$ cat src/rtl/spf_pkg.sv
// ----------------------------------------------------------------------------
// spf_pkg
// Shared constants and types for the semiprime factor finder.
// ----------------------------------------------------------------------------
package spf_pkg;

  // Default width of the tested number
  localparam int NUM_WIDTH_DEF = 16;

  // Smallest semiprime (2*2); anything below it is rejected at once
  localparam int SMALLEST_SEMIPRIME = 4;

  // First trial divisor and its square
  localparam int FIRST_DIVISOR = 2;
  localparam int FIRST_DIVISOR_SQ = FIRST_DIVISOR * FIRST_DIVISOR;

  // Status of the shared divider as seen by the sequencer
  typedef struct packed {
    logic busy;
    logic done;
  } spf_div_sts_t;

endpackage

$ cat src/rtl/spf_if.sv
// ----------------------------------------------------------------------------
// spf_if
// Valid/ready channels for the number word and the factor result word.
// ----------------------------------------------------------------------------
interface spf_num_if #(
  parameter int W = spf_pkg::NUM_WIDTH_DEF
) ();
  logic         valid;
  logic         ready;
  logic [W-1:0] number;

  modport source (output valid, output number, input ready);
  modport sink   (input valid, input number, output ready);
endinterface

interface spf_res_if #(
  parameter int W = spf_pkg::NUM_WIDTH_DEF
) ();
  logic         valid;
  logic         ready;
  logic         is_semiprime;
  logic [W-1:0] small_factor;
  logic [W-1:0] large_factor;

  modport source (output valid, output is_semiprime, output small_factor,
                  output large_factor, input ready);
  modport sink   (input valid, input is_semiprime, input small_factor,
                  input large_factor, output ready);
endinterface

$ cat src/rtl/spf_divider.sv
// ----------------------------------------------------------------------------
// spf_divider
// Restoring divider, one quotient bit per cycle.
// ----------------------------------------------------------------------------
module spf_divider #(
  parameter int W = spf_pkg::NUM_WIDTH_DEF
) (
  input  logic                 clk,
  input  logic                 rst_n,
  input  logic                 start,
  input  logic [W-1:0]         dividend,
  input  logic [W-1:0]         divisor,
  output spf_pkg::spf_div_sts_t sts,
  output logic [W-1:0]         quotient,
  output logic [W-1:0]         remainder
);

  localparam int CntW = $clog2(W + 1);

  logic [CntW-1:0] cnt_r;
  logic            busy_r;
  logic            done_r;
  logic [W-1:0]    quo_r;
  logic [W-1:0]    rem_r;
  logic [W-1:0]    dsr_r;

  logic [W:0]      shifted;
  logic [W:0]      diff;

  // Trial subtract of the shifted partial remainder
  assign shifted = {rem_r, quo_r[W-1]};
  assign diff    = shifted - {1'b0, dsr_r};

  // Step count and handshake flags
  always_ff @(posedge clk) begin
    if (!rst_n) begin
      cnt_r  <= '0;
      busy_r <= 1'b0;
      done_r <= 1'b0;
    end else begin
      done_r <= 1'b0;
      if (start) begin
        cnt_r  <= CntW'(W);
        busy_r <= 1'b1;
      end else if (busy_r) begin
        cnt_r <= cnt_r - 1'b1;
        if (cnt_r == CntW'(1)) begin
          busy_r <= 1'b0;
          done_r <= 1'b1;
        end
      end
    end
  end

  // Load operands, then shift in one quotient bit per cycle
  always_ff @(posedge clk) begin
    if (start) begin
      quo_r <= dividend;
      rem_r <= '0;
      dsr_r <= divisor;
    end else if (busy_r) begin
      if (!diff[W]) begin
        rem_r <= diff[W-1:0];
        quo_r <= {quo_r[W-2:0], 1'b1};
      end else begin
        rem_r <= shifted[W-1:0];
        quo_r <= {quo_r[W-2:0], 1'b0};
      end
    end
  end

  assign sts.busy  = busy_r;
  assign sts.done  = done_r;
  assign quotient  = quo_r;
  assign remainder = rem_r;

endmodule

$ cat src/rtl/semiprime_factor_finder_core.sv
// ----------------------------------------------------------------------------
// semiprime_factor_finder_core
// Trial-division test for numbers that are a product of exactly two primes.
// ----------------------------------------------------------------------------
// Each number word is tested by trial division with one shared bit-serial
// divider. Divisors d = 2, 3, ... are tried while d*d <= n to find the smallest
// prime factor p; the cofactor q = n/p then gets the same treatment starting at
// d = p to check that it is prime. Each trial divisor takes a compare of d*d
// with the value, the NUM_WIDTH divider steps and a step that acts on the
// remainder; numbers below 4 are rejected without a division. The input is not
// ready while a number is being worked on; the finished result sits in an
// output register, so the next number is taken while it waits to be read.
// ----------------------------------------------------------------------------
module semiprime_factor_finder_core #(
  parameter int NUM_WIDTH = spf_pkg::NUM_WIDTH_DEF
) (
  input logic      clk,
  input logic      rst_n,
  spf_num_if.sink  in_chan,
  spf_res_if.source out_chan
);

  localparam int SqW = NUM_WIDTH + 2;

  typedef enum logic [3:0] {
    ST_IDLE   = 4'b0001,
    ST_CHECK  = 4'b0010,
    ST_DIVIDE = 4'b0100,
    ST_EMIT   = 4'b1000
  } state_t;

  state_t                state_r, state_nxt;
  logic                  phase_r, phase_nxt;   // 0: find p in n, 1: test q
  logic [NUM_WIDTH-1:0]  val_r, val_nxt;       // value under test
  logic [NUM_WIDTH-1:0]  dvs_r, dvs_nxt;       // trial divisor
  logic [SqW-1:0]        sq_r, sq_nxt;         // trial divisor squared
  logic [NUM_WIDTH-1:0]  p_r, p_nxt;
  logic                  res_flag_r, res_flag_nxt;
  logic [NUM_WIDTH-1:0]  res_small_r, res_small_nxt;
  logic [NUM_WIDTH-1:0]  res_large_r, res_large_nxt;

  logic                  out_valid_r;
  logic                  out_flag_r;
  logic [NUM_WIDTH-1:0]  out_small_r;
  logic [NUM_WIDTH-1:0]  out_large_r;

  logic                  div_start;
  spf_pkg::spf_div_sts_t div_sts;
  logic [NUM_WIDTH-1:0]  div_quo;
  logic [NUM_WIDTH-1:0]  div_rem;
  logic                  out_free;

  spf_divider #(.W(NUM_WIDTH)) u_div (
    .clk       (clk),
    .rst_n     (rst_n),
    .start     (div_start),
    .dividend  (val_r),
    .divisor   (dvs_r),
    .sts       (div_sts),
    .quotient  (div_quo),
    .remainder (div_rem)
  );

  assign in_chan.ready = (state_r == ST_IDLE);
  assign out_free      = !out_valid_r || out_chan.ready;

  // Sequencer: compare d*d with the value, divide, act on the remainder
  always_comb begin
    state_nxt     = state_r;
    phase_nxt     = phase_r;
    val_nxt       = val_r;
    dvs_nxt       = dvs_r;
    sq_nxt        = sq_r;
    p_nxt         = p_r;
    res_flag_nxt  = res_flag_r;
    res_small_nxt = res_small_r;
    res_large_nxt = res_large_r;
    div_start     = 1'b0;
    case (state_r)
      ST_IDLE: begin
        if (in_chan.valid) begin
          val_nxt       = in_chan.number;
          dvs_nxt       = NUM_WIDTH'(spf_pkg::FIRST_DIVISOR);
          sq_nxt        = SqW'(spf_pkg::FIRST_DIVISOR_SQ);
          phase_nxt     = 1'b0;
          res_flag_nxt  = 1'b0;
          res_small_nxt = '0;
          res_large_nxt = '0;
          if (in_chan.number < NUM_WIDTH'(spf_pkg::SMALLEST_SEMIPRIME)) begin
            state_nxt = ST_EMIT;
          end else begin
            state_nxt = ST_CHECK;
          end
        end
      end
      ST_CHECK: begin
        if (sq_r > {2'b00, val_r}) begin
          // No divisor up to the square root: the value is prime
          if (phase_r) begin
            res_flag_nxt  = 1'b1;
            res_small_nxt = p_r;
            res_large_nxt = val_r;
          end
          state_nxt = ST_EMIT;
        end else begin
          div_start = 1'b1;
          state_nxt = ST_DIVIDE;
        end
      end
      ST_DIVIDE: begin
        if (div_sts.done) begin
          if (div_rem == '0) begin
            if (!phase_r) begin
              // Smallest factor found; go on to test the cofactor from p up
              p_nxt     = dvs_r;
              val_nxt   = div_quo;
              phase_nxt = 1'b1;
              state_nxt = ST_CHECK;
            end else begin
              // Cofactor is composite
              state_nxt = ST_EMIT;
            end
          end else begin
            dvs_nxt   = dvs_r + 1'b1;
            sq_nxt    = sq_r + {1'b0, dvs_r, 1'b1};
            state_nxt = ST_CHECK;
          end
        end
      end
      ST_EMIT: begin
        if (out_free) begin
          state_nxt = ST_IDLE;
        end
      end
      default: begin
        state_nxt = ST_IDLE;
      end
    endcase
  end

  // Control state
  always_ff @(posedge clk) begin
    if (!rst_n) begin
      state_r <= ST_IDLE;
      phase_r <= 1'b0;
    end else begin
      state_r <= state_nxt;
      phase_r <= phase_nxt;
    end
  end

  // Working values
  always_ff @(posedge clk) begin
    val_r       <= val_nxt;
    dvs_r       <= dvs_nxt;
    sq_r        <= sq_nxt;
    p_r         <= p_nxt;
    res_flag_r  <= res_flag_nxt;
    res_small_r <= res_small_nxt;
    res_large_r <= res_large_nxt;
  end

  // Output register: load a finished word, drop it once taken
  always_ff @(posedge clk) begin
    if (!rst_n) begin
      out_valid_r <= 1'b0;
    end else if (state_r == ST_EMIT && out_free) begin
      out_valid_r <= 1'b1;
    end else if (out_chan.ready) begin
      out_valid_r <= 1'b0;
    end
  end

  always_ff @(posedge clk) begin
    if (state_r == ST_EMIT && out_free) begin
      out_flag_r  <= res_flag_r;
      out_small_r <= res_small_r;
      out_large_r <= res_large_r;
    end
  end

  assign out_chan.valid        = out_valid_r;
  assign out_chan.is_semiprime = out_flag_r;
  assign out_chan.small_factor = out_small_r;
  assign out_chan.large_factor = out_large_r;

endmodule

$ cat src/flat_wrapper.sv
// flat-port wrapper written by rule: the top's interface ports become plain ports
module semiprime_factor_finder_core_flat 
#(
  parameter int NUM_WIDTH = spf_pkg::NUM_WIDTH_DEF
)
  (clk, rst_n, in_chan_valid, in_chan_number, in_chan_ready, out_chan_valid, out_chan_is_semiprime, out_chan_small_factor, out_chan_large_factor, out_chan_ready);
  spf_num_if in_chan_i ();
  spf_res_if out_chan_i ();
  input logic clk;
  input logic rst_n;
  input wire logic [$bits(in_chan_i.valid)-1:0] in_chan_valid;
  input wire logic [$bits(in_chan_i.number)-1:0] in_chan_number;
  output wire logic [$bits(in_chan_i.ready)-1:0] in_chan_ready;
  output wire logic [$bits(out_chan_i.valid)-1:0] out_chan_valid;
  output wire logic [$bits(out_chan_i.is_semiprime)-1:0] out_chan_is_semiprime;
  output wire logic [$bits(out_chan_i.small_factor)-1:0] out_chan_small_factor;
  output wire logic [$bits(out_chan_i.large_factor)-1:0] out_chan_large_factor;
  input wire logic [$bits(out_chan_i.ready)-1:0] out_chan_ready;
  assign in_chan_i.valid = in_chan_valid;
  assign in_chan_i.number = in_chan_number;
  assign in_chan_ready = in_chan_i.ready;
  assign out_chan_valid = out_chan_i.valid;
  assign out_chan_is_semiprime = out_chan_i.is_semiprime;
  assign out_chan_small_factor = out_chan_i.small_factor;
  assign out_chan_large_factor = out_chan_i.large_factor;
  assign out_chan_i.ready = out_chan_ready;
  semiprime_factor_finder_core #(.NUM_WIDTH(NUM_WIDTH)) u_core (.clk(clk), .rst_n(rst_n), .in_chan(in_chan_i), .out_chan(out_chan_i));
endmodule
$ cat config.mk
export PLATFORM = sky130hd
export DESIGN_NAME = semiprime_factor_finder_core_flat
export DESIGN_NICKNAME = d
export VERILOG_FILES = /design/src/rtl/spf_pkg.sv /design/src/rtl/spf_if.sv /design/src/rtl/spf_divider.sv /design/src/rtl/semiprime_factor_finder_core.sv /design/src/flat_wrapper.sv
export SDC_FILE = /design/constraint.sdc
export NUM_CORES = 1
export LEC_CHECK = 0
export BUFFER_PORTS_ARGS = -buffer_cell sky130_fd_sc_hd__buf_2
export CAP_MARGIN = 10
export CELL_PAD_IN_SITES_DETAIL_PLACEMENT = 1
export CELL_PAD_IN_SITES_GLOBAL_PLACEMENT = 1
export CORE_MARGIN = 3
export CORE_UTILIZATION = 45
export DETAILED_ROUTE_END_ITERATION = 8
export GPL_ROUTABILITY_DRIVEN = 0
export PLACE_DENSITY_LB_ADDON = 0.1
export SLEW_MARGIN = 20
export SYNTH_ARGS = -nofsm -noshare
export SYNTH_HDL_FRONTEND = slang
export SYNTH_SLANG_ARGS = --single-unit
export TNS_END_PERCENT = 10
$ cat constraint.sdc
create_clock -name clk -period 6.2 [get_ports clk]
set_input_delay 0.93 -clock clk [delete_from_list [all_inputs] [get_ports clk]]
set_output_delay 0.93 -clock clk [all_outputs]
set_load 0.01 [all_outputs]
==> flow_metrics.py, run 1 <==
metrics = {
    "outcome": {
        "run_status": "finished, final reports clean",
    },
    "flow_run": {
        "cap_viol_max_count": 0,
    },
    "setup_path": {
        "cp-endpoint": "u_core.u_div.remainder[6]$_SDFFE_PP0P_",
        "reg2reg_to": "u_core.u_div.remainder[6]$_SDFFE_PP0P_",
        "end_kind": "flip-flop",
        "startpoint_type": "flip-flop",
        "cp.required_ns": 6.51,
        "worstPathMaxFanout": 12,
        "r2r_cells": 11,
        "rrSetupSlack_ns": 2.75,
        "path_class": "flip-flop to flip-flop",
        "arrival_ns": 3.77,
        "setup.worst_path.start": "u_core.u_div.quotient[15]$_DFFE_PP_",
        "r2r-start": "u_core.u_div.quotient[15]$_DFFE_PP_",
    },
    "die": {
        "die_h_um": 150,
        "die_area_um2": 22400,
        "die_w_um": 150,
        "rows": 51,
        "start_util_pct": 46.7,
        "io_pins": 55,
        "core-area_um2": 19800,
    },
    "detailed_routing": {
        "dr_total_vias": 6347,
        "first_pass_iters": 5,
        "ant_nets": 0,
        "wl_per_cell_um": 20.0,
        "wl_um": 22700,
        "viasPerCell": 5.58,
        "drc": 0,
        "drt_iter0_drc": 541,
    },
    "cts": {
        "clkTransAtPathRegs_ns": 0.08,
        "ctsLongestPathBuffers": 2,
        "cts.htree.levels": 4,
        "cts_setup_buffers": 0,
        "root_buffer": "clkbuf_16",
        "clk-insertion-delay-late_ns": 0.44,
        "cts_buffers": 17,
        "cts_resized": 0,
        "cts_tree": "yes",
        "cts.sink_count": 193,
        "hold_buffers": 0,
    },
    "synthesis": {
        "synth_compound_area_share_pct": 10.8,
        "ys_seq_area_share_pct": 59.4,
        "synth_top_family_by_area": "simple AND/OR/NAND/NOR gates",
        "synth.most_common_cell": "edfxtp_1",
        "synthDistinctLibCells": 61,
        "synthDominantCellAreaShare_pct": 53.1,
        "synth_top_area_cell": "edfxtp_1",
        "synthTopCellsByArea": "edfxtp_1, ha_1, dfxtp_1, nand2_1, nor2_1",
        "syn_inst": 803,
        "synth.area.mux_share_pct": 1.09,
        "synth_fa_ha_area_share_pct": 7.32,
        "synth_nets": 876,
        "yosys_warnings": 0,
        "avgSynthCellArea_um2": 11.5,
        "ys_ff_latch": 193,
        "synth_edf_count": 164,
        "synth_common_cells": "edfxtp_1, nand2_1, nor2_1, ha_1, inv_1",
        "synth_area_um2": 9270,
        "yosys.area_share.simple_pct": 14.3,
        "synthXorXnorAreaFrac_pct": 3.88,
        "synthFlopType": "edfxtp_1",
        "async_reset_ff_share_pct": 0,
    },
    "grt": {
        "grt_max_degree": 61,
        "grt_pass1_vias": 6658,
        "gr-total-overflow": 0,
        "antenna_found_initial": 3,
        "grt_use_total_pct": 21.0,
        "grt_pass1_wl_um": 36200,
    },
    "timing": {
        "clock.fmax_mhz": 289,
        "period_minus_slack_ns": 3.45,
        "slew_headroom_pct": 40.1,
        "fin_crit_sh_pct": 55.7,
        "worstMarginPinSlew_ns": 0.895,
        "finalHoldViolCount": 0,
        "setup_violations": 0,
        "rsz0062_at_grt": "false",
        "setup_slack_ns": 2.75,
        "tns_ns": 0,
        "slew_violations": 0,
        "fin_skew_ns": 0.0133,
    },
    "final_layout": {
        "num_antenna_cells": 0,
        "design_area_um2": 10500,
        "nFillCells": 2088,
        "final_nets": 932,
        "fin_util_pct": 52.9,
        "drive_above_1_share_pct": 12.5,
        "area_growth_pct": 13.3,
    },
    "worst_hold_path": {
        "hold_path.class": "flip-flop to flip-flop",
        "hold_depth": 0,
    },
    "power": {
        "p_leak_nw": 4.24,
        "peakVddDrop_v": 0.000203,
        "power-per-cell-area_nw_per_um2": 322,
    },
    "placed_design": {
        "post-place-ws_ns": 2.73,
        "dp_hpwl_um": 16100,
        "postPlaceCellArea_um2": 9850,
        "port_buffers": 54,
    },
}
-- registers in the layout, indices dropped and copies added (netlist names), 4 cells and up --
| register | cells |
|---|---|
| u_core.sq_r | 18 |
| u_core.dvs_r | 16 |
| u_core.out_chan.large_factor | 16 |
| u_core.out_chan.small_factor | 16 |
| u_core.p_r | 16 |
| u_core.res_large_r | 16 |
| u_core.res_small_r | 16 |
| u_core.u_div.dsr_r | 16 |
| u_core.u_div.quotient | 16 |
| u_core.u_div.remainder | 16 |
| u_core.val_r | 16 |
| u_core.u_div.cnt_r | 5 |
| u_core.state_r | 4 |
-- placed cells by master, fill, tap and decap left out, types with 20 or more instances in the layout --
cell / synthesis / routed
xnor2_1: 21 / 20
buf_2: 3 / 54
ha_1: 51 / 51
dfxtp_1: 29 / 29
a21oi_1: 31 / 31
and2_1: 20 / 20
nand2_1: 89 / 89
xor2_1: 20 / 20
nor2_1: 74 / 73
edfxtp_1: 164 / 164
o21ai_0: 47 / 44
inv_1: 49 / 49
-- through the flow --
step / hold WS [ns] / power [W] / cells
finish: 0.421 / 0.00338 / 1137
global route: 0.430 / 0.00354 / 1137
CTS: 0.425 / 0.00340 / 1137
detailed placement: 0.406 / 0.00223 / 1105
global placement: 0.400 / 0.00219 / 1105
floorplan: 0.400 / 0.00205 / 803
-- cell type report --
| cell class | count | area, um2 | share of cell area (%) |
|---|---|---|---|
| well taps | 265 | 332 | 3.16 |
| repair buffers | 62 | 330 | 3.15 |
| flip-flops and latches | 193 | 5510 | 52.4 |
| inverters | 51 | 193 | 1.84 |
| multi-input cells | 534 | 3490 | 33.2 |
| clock inverters | 15 | 223 | 2.12 |
| clock buffers | 17 | 425 | 4.05 |
-- metal layers --
layer | wire length, um | track usage, % | up-vias | share of wire (%)
met3 | 986 | 4.15 | 32 | 4.3
met5 | 16 | 0 | - | 0.070
met4 | 383 | 5.17 | 2 | 1.7
met1 | 10400 | 28.4 | 3126 | 46
met2 | 11000 | 35.1 | 153 | 48
li1 | - | - | 3034 | -
-- where the power goes --
group / total [W] / switching [W] / internal, W
clock network: 0.00117 / 0.000574 / 0.000598
logic: 0.000622 / 0.000354 / 0.000267
registers: 0.00159 / 0.0000910 / 0.00150
-- cells by family after synthesis --
| group | count (synthesis) |
|---|---|
| and+or+nand+nor | 275 |
| muxes | 10 |
| adders and majority gates | 53 |
| DFF | 193 |
| buffers and inverters | 76 |
| xor gates and xnor gates | 41 |
| AOI/OAI and AO/OA | 155 |
-- critical path, stage by stage (launching register included) --
cell and delay [ns]:
edfxtp_1 0.33, inv_1 0.09, ha_1 0.24, fa_1 0.42, nor2b_1 0.20, o31a_1 0.29, o2111ai_1 0.25, a21o_1 0.30
xnor2_2 0.58, buf_4 0.33, mux2i_1 0.21, a21oi_1 0.08
-- worst min path at each step --
stage / start / endpoint / slack, ns
5_1_grt: u_core.res_large_r[8]$_SDFFCE_PN0P_ / u_core.out_chan.large_factor[8]$_DFFE_PP_ / 0.43
4_1_cts: u_core.res_small_r[11]$_SDFFCE_PN0P_ / u_core.out_chan.small_factor[11]$_DFFE_PP_ / 0.43
3_3_place_gp: u_core.res_large_r[4]$_SDFFCE_PN0P_ / u_core.out_chan.large_factor[4]$_DFFE_PP_ / 0.40
2_1_floorplan: u_core.res_flag_r$_DFFE_PP_ / u_core.out_chan.is_semiprime$_DFFE_PP_ / 0.40
3_5_place_dp: u_core.res_large_r[8]$_SDFFCE_PN0P_ / u_core.out_chan.large_factor[8]$_DFFE_PP_ / 0.41
6_report: u_core.res_small_r[11]$_SDFFCE_PN0P_ / u_core.out_chan.small_factor[11]$_DFFE_PP_ / 0.42
No activity file was read; power rests on OpenSTA's default activity.
==> inputs of run 2 (changes only) <==
Clock period 6.2 ns to 3.32 ns, I/O delays scaled along.
==> flow_metrics.py, run 2 (synthesis results as in run 1) <==
metrics = {
    "setup_path": {
        "r2r-start": "u_core.sq_r[11]$_SDFFCE_PN0P_",
        "reg2reg_to": "u_core.u_div.quotient[12]$_DFFE_PP_",
        "setup.worst_path.start": "u_core.sq_r[11]$_SDFFCE_PN0P_",
        "startpoint_type": "flip-flop",
        "rrSetupSlack_ns": 0.32,
        "worstPathMaxFanout": 36,
        "cp.required_ns": 3.49,
        "end_kind": "flip-flop",
        "arrival_ns": 3.18,
        "path_class": "flip-flop to flip-flop",
        "r2r_cells": 8,
    },
    "grt": {
        "grt_use_total_pct": 21.0,
        "antenna_found_initial": 0,
        "grt_pass1_vias": 6477,
        "met2_usage_pct": 34.2,
        "gr-total-overflow": 0,
        "use_met3_pct": 3.60,
        "grt_util_met1_pct": 29.6,
        "busiest_layer": "met2",
        "grt_pass1_wl_um": 36000,
        "grt_max_degree": 37,
    },
    "detailed_routing": {
        "ant_nets": 0,
        "drc": 0,
        "first_pass_iters": 5,
        "dr_total_vias": 6460,
        "wl_um": 23000,
        "wl_per_cell_um": 20.1,
        "drt_iter0_drc": 432,
        "viasPerCell": 5.65,
    },
    "timing": {
        "clock.fmax_mhz": 333,
        "slew_headroom_pct": 45.6,
        "tns_ns": 0,
        "slew_violations": 0,
        "fin_skew_ns": 0.0110,
        "period_minus_slack_ns": 3.00,
        "fin_crit_sh_pct": 90.5,
        "setup_violations": 0,
        "rsz0062_at_grt": "false",
        "finalHoldViolCount": 0,
        "worstMarginPinSlew_ns": 0.805,
    },
    "final_layout": {
        "num_antenna_cells": 0,
        "area_growth_pct": 14.0,
        "largest_reg_flops": 18,
        "nFillCells": 2109,
        "final_common_cell": "edfxtp_1",
        "final_nets": 939,
        "drive_above_1_share_pct": 13.1,
        "mostFrequentLayoutCells": "edfxtp_1, nand2_1, nor2_1",
        "fin_cells": 1144,
        "regMostFlops": "u_core.sq_r",
    },
    "worst_hold_path": {
        "hold_path.class": "primary input to flip-flop",
        "hp-start": "in_chan_number[12]",
        "min_to": "u_core.val_r[12]$_DFFE_PP_",
        "hold_depth": 3,
    },
    "die": {
        "die_h_um": 150,
        "start_util_pct": 46.7,
        "die_area_um2": 22400,
        "rows": 51,
        "io_pins": 55,
        "core-area_um2": 19800,
        "die_w_um": 150,
    },
    "placed_design": {
        "place_inst": 1112,
        "dp_hpwl_um": 16600,
        "port_buffers": 54,
    },
    "cts": {
        "cts_setup_buffers": 0,
        "clkTransAtPathRegs_ns": 0.08,
        "cts.sink_count": 193,
        "cts.htree.levels": 4,
        "cts_buffers": 17,
        "hold_buffers": 0,
        "ctsLongestPathBuffers": 2,
        "cts_tree": "yes",
        "clk-insertion-delay-late_ns": 0.43,
        "cts_resized": 0,
        "root_buffer": "clkbuf_16",
    },
    "flow_run": {
        "cap_viol_max_count": 0,
    },
    "power": {
        "p_leak_nw": 4.28,
        "power-per-cell-area_nw_per_um2": 602,
        "peakVddDrop_v": 0.000398,
    },
    "outcome": {
        "run_status": "finished, final reports clean",
    },
}
-- run 2: changes by cell type in the layout (fill, tap and decap cells not counted), sizes merged --
cell / delta
buf: +7
clkinv: -1
inv: +1
-- run 2: final cells by class --
class	count	area, um2	share of cell area (%)
clock inverters	15	224	2.12
inverters	51	193	1.82
multi-input cells	534	3490	33.0
well taps	265	332	3.14
repair buffers	69	395	3.74
flip-flops and latches	193	5510	52.1
clock buffers	17	425	4.03
-- run 2: through the flow --
| step | power [W] | setup slack [ns] | util, % | instance area (um2) | hold WS [ns] |
|---|---|---|---|---|---|
| final | 0.00636 | 0.316 | 53.2 | 10600 | 0.348 |
| after global routing | 0.00666 | 0.154 | 53.2 | 10600 | 0.330 |
| after CTS | 0.00640 | 0.305 | 53.2 | 10600 | 0.329 |
| after detailed placement | 0.00419 | 0.325 | 49.9 | 9910 | 0.405 |
| after global placement | 0.00413 | 0.408 | 49.9 | 9910 | 0.401 |
| after floorplan | 0.00382 | 0.232 | - | 9270 | 0.400 |
-- run 2: worst max-delay path by stage --
stage	to
floorplan	u_core.dvs_r[0]$_SDFFCE_PN0P_
global placement	u_core.u_div.dsr_r[7]$_DFFE_PP_
detailed placement	u_core.u_div.quotient[13]$_DFFE_PP_
CTS	u_core.u_div.quotient[13]$_DFFE_PP_
global route	u_core.u_div.quotient[13]$_DFFE_PP_
finish	u_core.u_div.quotient[12]$_DFFE_PP_
-- run 2: worst max-delay path: stages (launching register included) --
cell and delay, ns:
edfxtp_1 0.41, ha_1 0.32, nand4_1 0.10, or4_1 0.53
or4_4 0.57, a21o_4 0.31, buf_4 0.27, nand2_1 0.12
o21ai_0 0.10
-- run 2: metal layers --
layer / wire length, um / vias up / part of all wire (%)
li1: - / 3046 / -
met5: 0 / - / 0
met3: 885 / 21 / 3.9
met1: 11000 / 3242 / 48
met2: 10800 / 151 / 47
met4: 247 / 0 / 1.1
-- run 2: report_power, final --
group          leakage (nW)  internal [W]  switching (W)
clock                 0.316       0.00112        0.00108
sequential             1.78       0.00279       0.000181
combinational          2.19      0.000511       0.000672
total                  4.28       0.00443        0.00193
